--- src/rtl/core/tmse_pkg.sv ---
// ---------------------------------------------------------------------------
// tmse_pkg
// types and constants shared by the turing machine step engine
// ---------------------------------------------------------------------------
package tmse_pkg;
	localparam int TAPE_CELLS = 4096;
	localparam int RULE_SLOTS = 256;
	localparam int STATE_COUNT = 256;
	localparam int TAPE_AW = $clog2(TAPE_CELLS);
	localparam int RULE_AW = $clog2(RULE_SLOTS);
	localparam logic [TAPE_AW-1:0] TAPE_MID = TAPE_AW'(TAPE_CELLS / 2);
	localparam logic [TAPE_AW-1:0] TAPE_LAST = TAPE_AW'(TAPE_CELLS - 1);

	typedef enum logic [2:0] {
		FN_CLEAR = 3'd0, FN_ADD_RULE = 3'd1, FN_MARK_FINAL = 3'd2,
		FN_APPEND = 3'd3, FN_STEP = 3'd4, FN_READ = 3'd5
	} func_t;

	localparam logic [2:0] ST_RUN = 3'd0;
	localparam logic [2:0] ST_ACCEPT = 3'd1;
	localparam logic [2:0] ST_REJECT = 3'd2;
	localparam logic [2:0] ST_EDGE = 3'd3;
	localparam logic [2:0] ST_IGNORED = 3'd4;

	localparam logic CFG_INITIAL_STATE = 1'b0;
	localparam logic CFG_BLANK_SYMBOL = 1'b1;

	typedef struct packed {
		logic [2:0] func;
		logic [7:0] from_state;
		logic [7:0] read_symbol;
		logic [7:0] to_state;
		logic [7:0] write_symbol;
		logic move_right;
		logic [11:0] cell_address;
	} in_word_t;

	typedef struct packed {
		logic [2:0] run_status;
		logic [7:0] machine_state;
		logic [11:0] head_index;
		logic [11:0] leftmost_cell;
		logic [11:0] rightmost_cell;
		logic [7:0] cell_symbol;
		logic [31:0] step_count;
	} out_word_t;

	typedef struct packed {
		logic [7:0] from_state;
		logic [7:0] read_symbol;
		logic [7:0] to_state;
		logic [7:0] write_symbol;
		logic move_right;
	} rule_t;

	// controller -> datapath
	typedef struct packed {
		logic load_item;
		logic clr_start;
		logic clr_write;
		logic add_rule;
		logic mark_final;
		logic append;
		logic step_begin;
		logic scan_read;
		logic scan_next;
		logic fire;
		logic reject;
		logic tape_read_addr;
		logic capture_out;
	} dp_cmd_t;

	// datapath -> controller
	typedef struct packed {
		logic clr_done;
		logic halted;
		logic final_hit;
		logic scan_end;
		logic rule_hit;
	} dp_sts_t;
endpackage

--- src/rtl/core/tmse_controller.sv ---
// ---------------------------------------------------------------------------
// tmse_controller
// sequences clear sweep, rule scan and result handshake
// ---------------------------------------------------------------------------
module tmse_controller (
	input  logic clk,
	input  logic arst_n,
	input  logic in_valid,
	output logic in_stall,
	input  logic [2:0] in_func,
	output logic out_valid,
	input  logic out_stall,
	input  tmse_pkg::dp_sts_t sts,
	output tmse_pkg::dp_cmd_t cmd
);
	import tmse_pkg::*;

	typedef enum logic [3:0] {
		S_IDLE, S_DECODE, S_CLEAR, S_STEP, S_SCAN_RD, S_SCAN_CHK,
		S_RD_TAPE, S_RD_WAIT, S_OUT
	} state_t;

	state_t state_q;
	logic [2:0] func_q;
	logic accept;

	assign in_stall = (state_q != S_IDLE);
	assign accept = in_valid && !in_stall;

	always_comb begin
		cmd = '0;
		cmd.load_item = accept;
		case (state_q)
			S_DECODE: begin
				case (func_q)
					FN_CLEAR: cmd.clr_start = 1'b1;
					FN_ADD_RULE: cmd.add_rule = 1'b1;
					FN_MARK_FINAL: cmd.mark_final = 1'b1;
					FN_APPEND: cmd.append = 1'b1;
					FN_STEP: cmd.step_begin = !sts.halted;
					default: ;
				endcase
			end
			S_CLEAR: cmd.clr_write = 1'b1;
			S_SCAN_RD: cmd.scan_read = 1'b1;
			S_SCAN_CHK: begin
				if (sts.scan_end) begin
					cmd.reject = 1'b1;
				end else if (sts.rule_hit) begin
					cmd.fire = 1'b1;
				end else begin
					cmd.scan_next = 1'b1;
				end
			end
			S_RD_TAPE: cmd.tape_read_addr = (func_q == FN_READ);
			S_RD_WAIT: cmd.capture_out = 1'b1;
			default: ;
		endcase
	end

	always_ff @(posedge clk or negedge arst_n) begin
		if (!arst_n) begin
			state_q <= S_IDLE;
			func_q <= FN_CLEAR;
			out_valid <= 1'b0;
		end else begin
			case (state_q)
				S_IDLE: begin
					if (accept) begin
						func_q <= in_func;
						state_q <= S_DECODE;
					end
				end
				S_DECODE: begin
					if (func_q == FN_CLEAR) begin
						state_q <= S_CLEAR;
					end else if (func_q == FN_STEP && !sts.halted && !sts.final_hit) begin
						state_q <= S_STEP;
					end else begin
						state_q <= S_RD_TAPE;
					end
				end
				S_CLEAR: begin
					if (sts.clr_done) begin
						state_q <= S_RD_TAPE;
					end
				end
				S_STEP: state_q <= S_SCAN_RD;
				S_SCAN_RD: state_q <= S_SCAN_CHK;
				S_SCAN_CHK: begin
					if (sts.scan_end || sts.rule_hit) begin
						state_q <= S_RD_TAPE;
					end else begin
						state_q <= S_SCAN_CHK;
					end
				end
				S_RD_TAPE: state_q <= S_RD_WAIT;
				S_RD_WAIT: begin
					out_valid <= 1'b1;
					state_q <= S_OUT;
				end
				S_OUT: begin
					if (!out_stall) begin
						out_valid <= 1'b0;
						state_q <= S_IDLE;
					end
				end
				default: state_q <= S_IDLE;
			endcase
		end
	end
endmodule

--- config.mk ---
export PLATFORM = sky130hd
export DESIGN_NAME = tmse_controller
export DESIGN_NICKNAME = d
export VERILOG_FILES = /design/src/rtl/core/tmse_pkg.sv /design/src/rtl/core/tmse_controller.sv
export SDC_FILE = /design/constraint.sdc
export NUM_CORES = 1
export LEC_CHECK = 0
export BUFFER_PORTS_ARGS = -buffer_cell sky130_fd_sc_hd__buf_2
export CORE_MARGIN = 3
export CORE_UTILIZATION = 44
export DETAILED_ROUTE_END_ITERATION = 8
export PLACE_DENSITY_LB_ADDON = 0.2
export SLEW_MARGIN = 10
export SYNTH_ARGS = -nofsm -noshare
export SYNTH_HDL_FRONTEND = slang
export SYNTH_SLANG_ARGS = --single-unit
--- constraint.sdc ---
create_clock -name clk -period 1.4 [get_ports clk]
set_input_delay 0.28 -clock clk [delete_from_list [all_inputs] [get_ports clk]]
set_output_delay 0.28 -clock clk [all_outputs]
set_load 0.05 [all_outputs]
==> results.txt, run 1 <==
----------------------------------------------------
[Floorplanning]
  Chip Width ... 42.8 um
  Standard-cell row count ... 12
  Die outline height ... 42.8 um
  Starting utilization of the core area ... 0.503
  Number of placed I/O pins ... 27

[Synthesis]
  Number of nets in the synthesized netlist ... 77
  Dominant combinational cell family by area after synthesis ... simple AND/OR/NAND/NOR gates
  Netlist Area Pre-Place ... roughly 600 um^2
  Ys Warns ... 0
  Flop and latch count out of synthesis ... 8
  Number of unique standard cell types used by synthesis ... 29
  Synthesized area divided by synthesized cell count ... between 9 and 10 um^2
  Area share of the largest cell type after synthesis ... 0.335
  Cell type contributing the most total cell area after synthesis ... sky130_fd_sc_hd__dfrtp_1
  Share of the synthesized area in compound gates (AO/OA/AOI/OAI) ... 0.153
  Leading cell types by total area after synthesis ... sky130_fd_sc_hd__dfrtp_1 (34%), sky130_fd_sc_hd__mux2_2 (5.7%), sky130_fd_sc_hd__buf_4 (5.0%)
  Sequential share of the synthesized area ... 0.335
  Fraction of registers with async set or reset after synthesis ... 1.00
  Area share of fa/ha/maj cells after synthesis ... 0
  Number of enable flip-flop cells after synthesis ... 0
  Most numerous cell in the Yosys netlist ... sky130_fd_sc_hd__dfrtp_1
  Multiplexer fraction of the synthesized cell area ... 0.0734
  Top cells by count, synth ... sky130_fd_sc_hd__dfrtp_1 (8), sky130_fd_sc_hd__nor3_1 (5)
  Synthesized instance count ... 65
  Leading register cell type out of synthesis ... sky130_fd_sc_hd__dfrtp_1
  Fraction of the mapped netlist area in simple logic gates ... 0.344
  Xor/xnor cell area share of the yosys netlist ... 0

[Status]
  Status ... aborted with a tool error
  Last stage reached ... clock tree synthesis
  First error ... [ERROR DPL-0033] detailed placement checks failed during check placement.

[Clock network]
  Number of clock sinks ... 8
  Post-CTS setup repair buffer count ... 7
  Clock root buffer master ... sky130_fd_sc_hd__clkbuf_4
  Maximum level of the CTS H-tree ... 1
  TritonCTS Buffers ... 3
  CTS Hold Buffers Added ... 1
  Buffers from clock root to sink, at most ... 2
  Resized cells post-CTS ... 47

[Placement]
  Final HPWL DP ... 1.37 mm
  Number of port buffers ... 26
  RePlAce Congestion ... 0.720

----------------------------------------------------
## cells by family after synthesis
group,after synthesis
and+or+nand+nor,32
AOI/OAI and AO/OA,12
buffers and inverters,9
DFF,8
muxes,4
## metrics by stage
stage | hold WS (ns) | cells | worst slack (ns) | utilization | instance area, um^2
global placement | 0.136 | 115 | -0.219 | 0.790 | 937
detailed placement | 0.134 | 115 | -0.246 | 0.790 | 937
floorplan | -0.0156 | 65 | -0.296 | - | 722
==> inputs of run 2 (changes only) <==
CORE_AREA = 3 3 64 66   (was default)
CORE_MARGIN = default   (was 3)
CORE_UTILIZATION = default   (was 44)
DIE_AREA = 0 0 67 69   (was default)
PLACE_DENSITY_LB_ADDON = 0.15   (was 0.2)
==> results.txt, run 2 <==
----------------------------------------------------
[Timing]
  Measured slew at the worst slew-check pin ... 0.214 ns
  Pins over their slew limit ... 0
  Achievable clock frequency ... approximately 0.56 GHz
  Post-route clock period utilization ... 1.29
  Final setup slack of the worst path ... -0.399 ns
  Number of hold-slack violations in the final timing report ... 0
  RSZ-0062 raised after global routing ... true
  Setup Skew ... 0.00170 ns
  Min cycle time layout ... 1.80 ns
  Final setup violation count ... 17
  Headroom to the max-slew limit ... 0.853

[Floorplanning]
  Standard-cell row count ... 22 (+10)
  Core footprint ... 0.00363 mm^2
  Number of placed I/O pins ... 27 (unchanged)
  Die Area ... between 0.004 and 0.005 mm^2
  Starting utilization of the core area ... 0.164 (-0.339)
  Die outline height ... 69 um (+61%)
  Chip Width ... 67 um (+56%)

[Finish]
  Biggest registers after layout ... state_q (4), func_q (3), out_valid (1)
  Leading cell type in the layout, fill and taps excluded ... sky130_fd_sc_hd__buf_4
  Most frequent cells in the layout ... sky130_fd_sc_hd__buf_4 (17), sky130_fd_sc_hd__buf_6 (15), sky130_fd_sc_hd__buf_2 (12)
  Area of combinational cells with multiple inputs ... 509 um^2
  Register with the highest flop count ... state_q
  Sequential standard cell area ... 200 um^2
  Number of diodes ... 0
  Final net count ... 127
  Final standard cell area without fillers ... 0.00127 mm^2
  Ratio of cells with drive above 1 in the final layout ... 0.708
  Layout Cells excl Fill ... 161
  Filler Cells Inserted ... 380
  Number of flip-flops under the largest register name ... 4
  Final core occ ... 0.350
  Layout overhead on the synthesized area ... 113%

[Worst setup path]
  CP endpoint kind ... output pin
  Reg-to-reg setup timing slack ... -0.03 ns
  Cell chain of the critical path ... nor4b_4 -> buf_4 -> nand2b_4 -> nor3b_4 -> buf_6
  CP Data Arrival Time ... around 1.5 ns
  Worst EP required ... 1.12 ns
  Cell with the largest stage delay on the worst path ... sky130_fd_sc_hd__dfrtp_1
  Logic depth of the worst register-to-register path ... 6
  Kind of start point of the critical path ... flip-flop
  Worst reg2reg startpoint ... state_q[3]$_DFFE_PN0P_
  Critical setup path kind ... reg2out
  Worst reg2reg path endpoint ... func_q[1]$_DFFE_PN0P_
  Largest delay contributor family on the critical path ... simple AND/OR/NAND/NOR gates
  Buffers plus inverters on the worst setup path ... 2
  Slowest cell delay on critical path ... 0.40 ns
  Max Fanout on Critical Path ... 3

[Synthesis]
  Synthesized instance count ... 65 (unchanged)
  Number of enable flip-flop cells after synthesis ... 0 (unchanged)
  Leading cell types by total area after synthesis ... sky130_fd_sc_hd__dfrtp_1 (34%), sky130_fd_sc_hd__mux2_2 (5.7%), sky130_fd_sc_hd__buf_4 (5.0%)
  Ys Warns ... 0 (unchanged)
  Netlist Area Pre-Place ... 597 um^2 (unchanged)
  Most numerous cell in the Yosys netlist ... sky130_fd_sc_hd__dfrtp_1
  Fraction of registers with async set or reset after synthesis ... 1.00 (unchanged)
  Flop and latch count out of synthesis ... 8 (unchanged)
  Area share of the largest cell type after synthesis ... 0.335 (unchanged)
  Cell type contributing the most total cell area after synthesis ... sky130_fd_sc_hd__dfrtp_1
  Number of nets in the synthesized netlist ... 77 (unchanged)
  Synthesized area divided by synthesized cell count ... 9.18 um^2 (unchanged)
  Number of unique standard cell types used by synthesis ... 29 (unchanged)
  Sequential share of the synthesized area ... 0.335 (unchanged)
  Leading register cell type out of synthesis ... sky130_fd_sc_hd__dfrtp_1
  Top cells by count, synth ... sky130_fd_sc_hd__dfrtp_1 (8), sky130_fd_sc_hd__nor3_1 (5)

[Pwr]
  Static leakage power ... 0.000582 uW
  Maximum resistive drop on vdd ... 0.592 mV
  Power per cell area ... 2380 mW/mm^2

[Clock network]
  CTS tree ... yes
  Clock input transition at the sequential cells of the worst setup and hold paths ... roughly 0.040 ns
  Clock latency on the worst-skew pair ... between 0.2 and 0.25 ns
  Number of clock sinks ... 8 (unchanged)
  Clock root buffer master ... sky130_fd_sc_hd__clkbuf_8
  Maximum level of the CTS H-tree ... 1 (unchanged)
  TritonCTS Buffers ... 3 (unchanged)
  Buffers from clock root to sink, at most ... 2 (unchanged)

[Status]
  Status ... complete, but fails checks
  Violated checks ... setup timing

[Route]
  Metal-1 WL ... roughly 800 um
  Detail Route Antenna Nets ... 0
  Total detailed-routing wirelength ... 1.96 mm
  WL per Instance ... 12.2 um
  Metal3 WL ... approximately 56 um
  Starting DRC count in detailed routing ... 16
  First-pass detailed-route iteration total ... 4
  Max Used Layer ... met4
  Vias ... a little under 700
  Drc violations ... 0
  Per-cell via count in the routed design ... 4.19
  Met2 WL post-DR ... 1.05 mm

[Global route]
  Remaining Overflow, GRT ... 0
  Via count of the first global-routing pass ... just under 700
  Global-route wire length before repair ... around 3.3 mm
  Largest net degree at the start of global routing ... 11
  Number of antenna violations at the first check in global routing ... 0
  Global Route Usage Sum ... 0.0936

[Job]
  MaxCap Viol Count ... 0

[Placement]
  RePlAce Congestion ... 0.658 (-8.6%)
  Number of port buffers ... 26 (unchanged)
  Number of cells after detailed placement ... 151 (+31%)
  Area after detailed placement ... 995 um^2 (+6.1%)
  Final HPWL DP ... 1.48 mm (+8.1%)

[Hold path]
  Worst Hold End ... func_q[2]$_DFFE_PN0P_
  Classification of the worst-slack hold path ... in2reg
  Hold Crit Depth ... 2
  Min-delay src ... in_func[2]

----------------------------------------------------
## run 2: area by class of cell
cell class / count / share of cell area
timing repair buffer: 50 / 0.351
tap: 48 / 0.0472
clock buffer: 3 / 0.0324
sequential: 8 / 0.157
inverter: 4 / 0.0118
multi-input combinational: 48 / 0.400
## run 2: kinds of logic after synthesis
logic type / after synthesis / synth area share
flip-flops: 8 / 0.335
AO/OA/AOI/OAI: 12 / 0.153
AND/OR/NAND/NOR: 32 / 0.344
multiplexers: 4 / 0.0734
buffers and inverters: 9 / 0.0943
## run 2: worst max-delay path by stage
stage / depth (start not counted) / to / start / slack [ns]
6_report: 5 / cmd[8] / state_q[3]$_DFFE_PN0P_ / -0.40
3_3_place_gp: 4 / cmd[9] / state_q[2]$_DFFE_PN0P_ / -0.24
2_1_floorplan: 4 / cmd[8] / state_q[1]$_DFFE_PN0P_ / -0.30
5_1_grt: 5 / cmd[8] / state_q[3]$_DFFE_PN0P_ / -0.47
4_1_cts: 5 / cmd[9] / state_q[3]$_DFFE_PN0P_ / -0.40
3_5_place_dp: 4 / cmd[9] / state_q[2]$_DFFE_PN0P_ / -0.29
## run 2: repair_timing
item,4_1_cts,5_1_grt
endpoints found under the hold margin,8,0
buffers inserted,4,2
pin swaps,3,4
setup endpoints to repair,17,18
hold buffers,1,0
resized for setup,44,8
## run 2: through the flow
stage	total power [uW]	setup slack [ns]	TNS [ns]	hold slack (ns)
3_5_place_dp	2280	-0.287	-2.77	0.145
6_report	3030	-0.399	-4.35	0.285
4_1_cts	2950	-0.404	-3.87	0.278
2_1_floorplan	1760	-0.296	-1.62	-0.0156
3_3_place_gp	2280	-0.236	-2.44	0.145
5_1_grt	3230	-0.473	-5.36	0.285
## run 2: per-layer routing
metal,up-vias,GRT usage
li1,332,-
met1,325,0.113
met2,13,0.152
met3,4,0.0163
met4,0,0.0541
met5,-,0
## run 2: power breakdown
| part | internal [uW] | switching [uW] |
|---|---|---|
| logic | 1110 | 1170 |
| registers | 347 | 119 |
| clock network | 186 | 92.6 |
| total | 1640 | 1380 |
(Power assumes the default switching activity.)
